===== config.mk =====
export PLATFORM = sky130hd
export DESIGN_NAME = tcw_ctrl
export DESIGN_NICKNAME = d
export VERILOG_FILES = /design/src/sv/text_console_writer_unit_defines.svh /design/src/sv/tcw_pkg.sv /design/src/sv/tcw_ctrl.sv
export SDC_FILE = /design/constraint.sdc
export NUM_CORES = 1
export LEC_CHECK = 0
export BUFFER_PORTS_ARGS = -buffer_cell sky130_fd_sc_hd__buf_2
export CAP_MARGIN = 20
export CORE_AREA = 2 2 39 41
export CTS_BUF_LIST = sky130_fd_sc_hd__clkbuf_8
export DETAILED_ROUTE_END_ITERATION = 10
export DIE_AREA = 0 0 41 43
export GPL_TIMING_DRIVEN = 0
export SLEW_MARGIN = 20
export SYNTH_ARGS = -nofsm -noshare
export SYNTH_HDL_FRONTEND = slang
export SYNTH_SLANG_ARGS = --single-unit

===== constraint.sdc =====
create_clock -name i_clk -period 1.1 [get_ports i_clk]
set_input_delay 0.165 -clock i_clk [delete_from_list [all_inputs] [get_ports i_clk]]
set_output_delay 0.165 -clock i_clk [all_outputs]
set_load 0.02 [all_outputs]

===== src/sv/text_console_writer_unit_defines.svh =====
// Assertion macros for the text console writer.
`ifndef TEXT_CONSOLE_WRITER_UNIT_DEFINES_SVH
`define TEXT_CONSOLE_WRITER_UNIT_DEFINES_SVH

`ifndef SYNTHESIS
`define TCW_ASSERT(lbl, cond) \
    lbl: assert property (@(posedge i_clk) disable iff (!i_rst_n) (cond)) \
        else $error("tcw assertion failed");
`define TCW_ASSERT_IMP(lbl, ante, cons) \
    lbl: assert property (@(posedge i_clk) disable iff (!i_rst_n) (ante) |-> (cons)) \
        else $error("tcw assertion failed");
`define TCW_ASSERT_NXT(lbl, ante, cons) \
    lbl: assert property (@(posedge i_clk) disable iff (!i_rst_n) (ante) |=> (cons)) \
        else $error("tcw assertion failed");
`else
`define TCW_ASSERT(lbl, cond)
`define TCW_ASSERT_IMP(lbl, ante, cons)
`define TCW_ASSERT_NXT(lbl, ante, cons)
`endif

`endif


===== src/sv/tcw_pkg.sv =====
`default_nettype none
package tcw_pkg;

    localparam int DEF_COLUMNS = 80;
    localparam int DEF_ROWS    = 25;

    localparam logic OP_PUT  = 1'b0;
    localparam logic OP_READ = 1'b1;

    localparam logic [7:0] CR_CODE    = 8'd13;
    localparam logic [7:0] LF_CODE    = 8'd10;
    localparam logic [7:0] BLANK_CODE = 8'h20;
    localparam logic [7:0] ATTR_RESET = 8'h09;

    typedef struct packed {
        logic        op;
        logic [7:0]  char_code;
        logic [10:0] cell_index;
    } t_in_item;

    typedef struct packed {
        logic [15:0] cell_value;
        logic [10:0] cursor_position;
    } t_out_item;

    typedef struct packed {
        logic accept;
        logic exec;
        logic clear_wr;
        logic scroll_prime;
        logic scroll_wr;
        logic load_direct;
        logic load_stage;
    } t_cmd;

    typedef struct packed {
        logic need_scroll;
        logic last_ptr;
        logic out_free;
    } t_sts;

endpackage
`default_nettype wire


===== src/sv/tcw_ctrl.sv =====
`default_nettype none
module tcw_ctrl
    import tcw_pkg::*;
(
    input  wire logic i_clk,
    input  wire logic i_rst_n,
    input  wire logic i_in_valid,
    output logic      o_in_ready,
    input  wire t_sts i_sts,
    output t_cmd      o_cmd
);

    typedef enum logic [2:0] {
        S_CLEAR,
        S_IDLE,
        S_EXEC,
        S_PRIME,
        S_SCROLL,
        S_DONE
    } t_state;

    t_state r_state, n_state;

    always_comb begin
        n_state = r_state;
        o_cmd   = '0;
        case (r_state)
            S_CLEAR: begin
                o_cmd.clear_wr = 1'b1;
                if (i_sts.last_ptr) n_state = S_IDLE;
            end
            S_IDLE: begin
                if (i_in_valid) begin
                    o_cmd.accept = 1'b1;
                    n_state      = S_EXEC;
                end
            end
            S_EXEC: begin
                o_cmd.exec = 1'b1;
                if (i_sts.need_scroll) begin
                    n_state = S_PRIME;
                end else if (i_sts.out_free) begin
                    o_cmd.load_direct = 1'b1;
                    n_state           = S_IDLE;
                end else begin
                    n_state = S_DONE;
                end
            end
            S_PRIME: begin
                o_cmd.scroll_prime = 1'b1;
                n_state            = S_SCROLL;
            end
            S_SCROLL: begin
                o_cmd.scroll_wr = 1'b1;
                if (i_sts.last_ptr) n_state = S_DONE;
            end
            S_DONE: begin
                if (i_sts.out_free) begin
                    o_cmd.load_stage = 1'b1;
                    n_state          = S_IDLE;
                end
            end
            default: begin
                n_state = S_IDLE;
            end
        endcase
    end

    always_ff @(posedge i_clk) begin
        if (!i_rst_n) begin
            r_state <= S_CLEAR;
        end else begin
            r_state <= n_state;
        end
    end

    assign o_in_ready = (r_state == S_IDLE);

endmodule
`default_nettype wire


==> reports/results.tsv <==
metric	value	unit
clk sink count	3	
routed via count	281	
die width	41	um
Min Hold Slack	222	ps
Arr. time, crit path	1080	ps
DR WL/cell	10.2	um
global-route wire length before repair	1000	um
most frequent cells in the layout	buf_6, buf_2, buf_4	
layout cell share with drive strength beyond 1	72.0	%
placed inst area	323	sq um
Post-Synth XOR/XNOR Area	0	%
critical path capture point type	primary output	
post-layout util	35.9	%
CTS Buf Count	3	
Synth Area in Compound Gates	19.0	%
synth warn	0	
Slew Viols, Final	0	
pin count of the biggest net entering global routing	9	
num rows	14	
# Max-Cap Violations	0	
Setup Skew	1.48	ps
Pwr Density	1200	nW/um^2
Synthesized Nets	34	
main combinational cell family by area after synthesis	simple AND/OR/NAND/NOR gates	
DP HPWL	396	um
die height	43	um
Max H-tree Level	1	
Longest Clk Path Bufs	2	
sequential share of the synthesized area	26.1	%
Yosys cell types	16	
Total GRT Usage	9.03	%
RSZ-0062 raised after global routing	true	
starting density of the core	16.6	%
IO buf count	13	
mux cell area share after synthesis	0	%
Final ANT Viol Nets	0	
Setup Crit Path Kind	flip-flop to primary output	
critical path peak fanout	6	
Post-Synth Simple-Gate Area	45.1	%
worst-path cell chain	nor3b_4 -> and3b_2 -> buf_6	
Reg with most FFs	r_state	
largest registers	r_state (3)	
core area	1380	sq um
DRT Pass-1 Iters	2	
max FFs per register	3	
total global routing overflow	0	
initial antenna violation count	0	
die area	1760	sq um
P&R area growth vs syn	116	%
CTS Root Buffer Type	clkbuf_8	
number of global-route vias before repair	259	
worst-margin pin slew	150	ps
synthesized instance count	28	
CP required	940	ps
GPL Wtd Cong	0.659	
Adder-Cell Fraction of Synth Area	0	%
Hold Vio Cnt, Final	0	
minimum clock period after layout	1250	ps
CTS tree	built	
Nets	57	
Cells after DPL	57	
Setup TNS Final	-646	ps
CP max-delay cell	dfxtp_4	
Reg clk slew, reported paths	30	ps
CP peak stage delay	360	ps
leakage power figure	0.215	nW
pre-CTS WS	-22.1	ps
clk_lat worst skew	220	ps
FF+latch count, synth	3	
Antenna Cells	0	
drc violations	0	
Iter 0 DRT Violations	10	
final instance area	497	sq um
IO Pins	14	
total power	594	uW
relative slew slack	90.0	%
DR vias/cell	4.26	
Tcrit/Tclk final	114	%
WL final	673	um
failing checks	negative setup slack	
Hold Buf Count CTS	0	
non-filler cells, final	66	
final setup fails	8	
status	complete, but fails checks	
VDD IR-drop max	0.000896	V
final worst setup slack	-149	ps
Syn Std Cell Area	230	sq um
Hold Crit Class	input pin to flip-flop	
CP Launch Type	flip-flop	
Fmax	0.800	GHz
syn_area_per_cell	8.22	sq um
report_power, final:
group / leakage (nW) / internal (mW) / total, mW / switching (mW)
Sequential: 0.0264 / 0.116 / 0.129 / 0.0135
Clock: 0.0269 / 0.238 / 0.312 / 0.0743
Combinational: 0.161 / 0.0784 / 0.152 / 0.0741
Total: 0.215 / 0.432 / 0.594 / 0.162
cell type report:
| cell class | count | area [sq um] |
|---|---|---|
| plain buffers | 1 | 11.3 |
| clock buffers | 3 | 41.3 |
| clock inverters | 1 | 3.75 |
| fillers | 139 | 887 |
| inverters | 1 | 3.75 |
| multi-input cells | 22 | 200 |
| flip-flops and latches | 3 | 68.8 |
| well taps | 16 | 20.0 |
| repair buffers | 19 | 148 |
kinds of logic after synthesis:
| logic type | Yosys count |
|---|---|
| DFF | 3 |
| AOI/OAI and AO/OA | 6 |
| and+or+nand+nor | 16 |
| buffers and inverters | 3 |
worst paths after layout:
check	from	end	slack, ps	depth (start not counted)
worst min-delay path	i_rst_n	r_state[1]$_SDFFE_PN0P_	220	3
worst max-delay path	r_state[0]$_SDFFE_PN0P_	o_cmd[1]	-150	3
worst max register to register	r_state[1]$_SDFFE_PN0P_	r_state[0]$_SDFFE_PN0P_	40	4
worst min register to register	r_state[2]$_SDFFE_PN0P_	r_state[2]$_SDFFE_PN0P_	570	1
routing by layer:
metal  GRT usage (%)  wire length (um)  vias up
met5               0                 0        -
met4            4.00                 0        0
met3            7.85                47        0
met2            12.8               358        9
met1            8.97               266      131
li1                -                 -      141
synthesized netlist by cell type:
master,count,area [sq um]
buf_4,1,7.51
o31a_1,1,8.76
dfxtp_1,3,60.1
o21a_1,1,7.51
nand3b_1,2,15.0
nand2_1,1,3.75
nor2_1,5,18.8
inv_1,1,3.75
nor3_1,1,5.00
o21bai_1,1,7.51
nor3b_2,2,25.0
and3b_1,2,17.5
a21oi_1,2,10.0
buf_6,1,11.3
nand2b_1,3,18.8
a32o_1,1,10.0
worst max-delay path, delay by kind of cell (launching register included):
| family | cells | cell delay (ps) |
|---|---|---|
| and+or+nand+nor | 2 | 390 |
| DFF | 1 | 360 |
| buffers and inverters | 1 | 110 |
timing repair:
item | 4_1_cts | 5_1_grt
gates resized for setup | 17 | 12
buffers inserted | 4 | 2
setup endpoints to repair | 8 | 8
pin swaps | 3 | 3
endpoints found under the hold margin | 0 | 0
(Power assumes the default switching activity.)
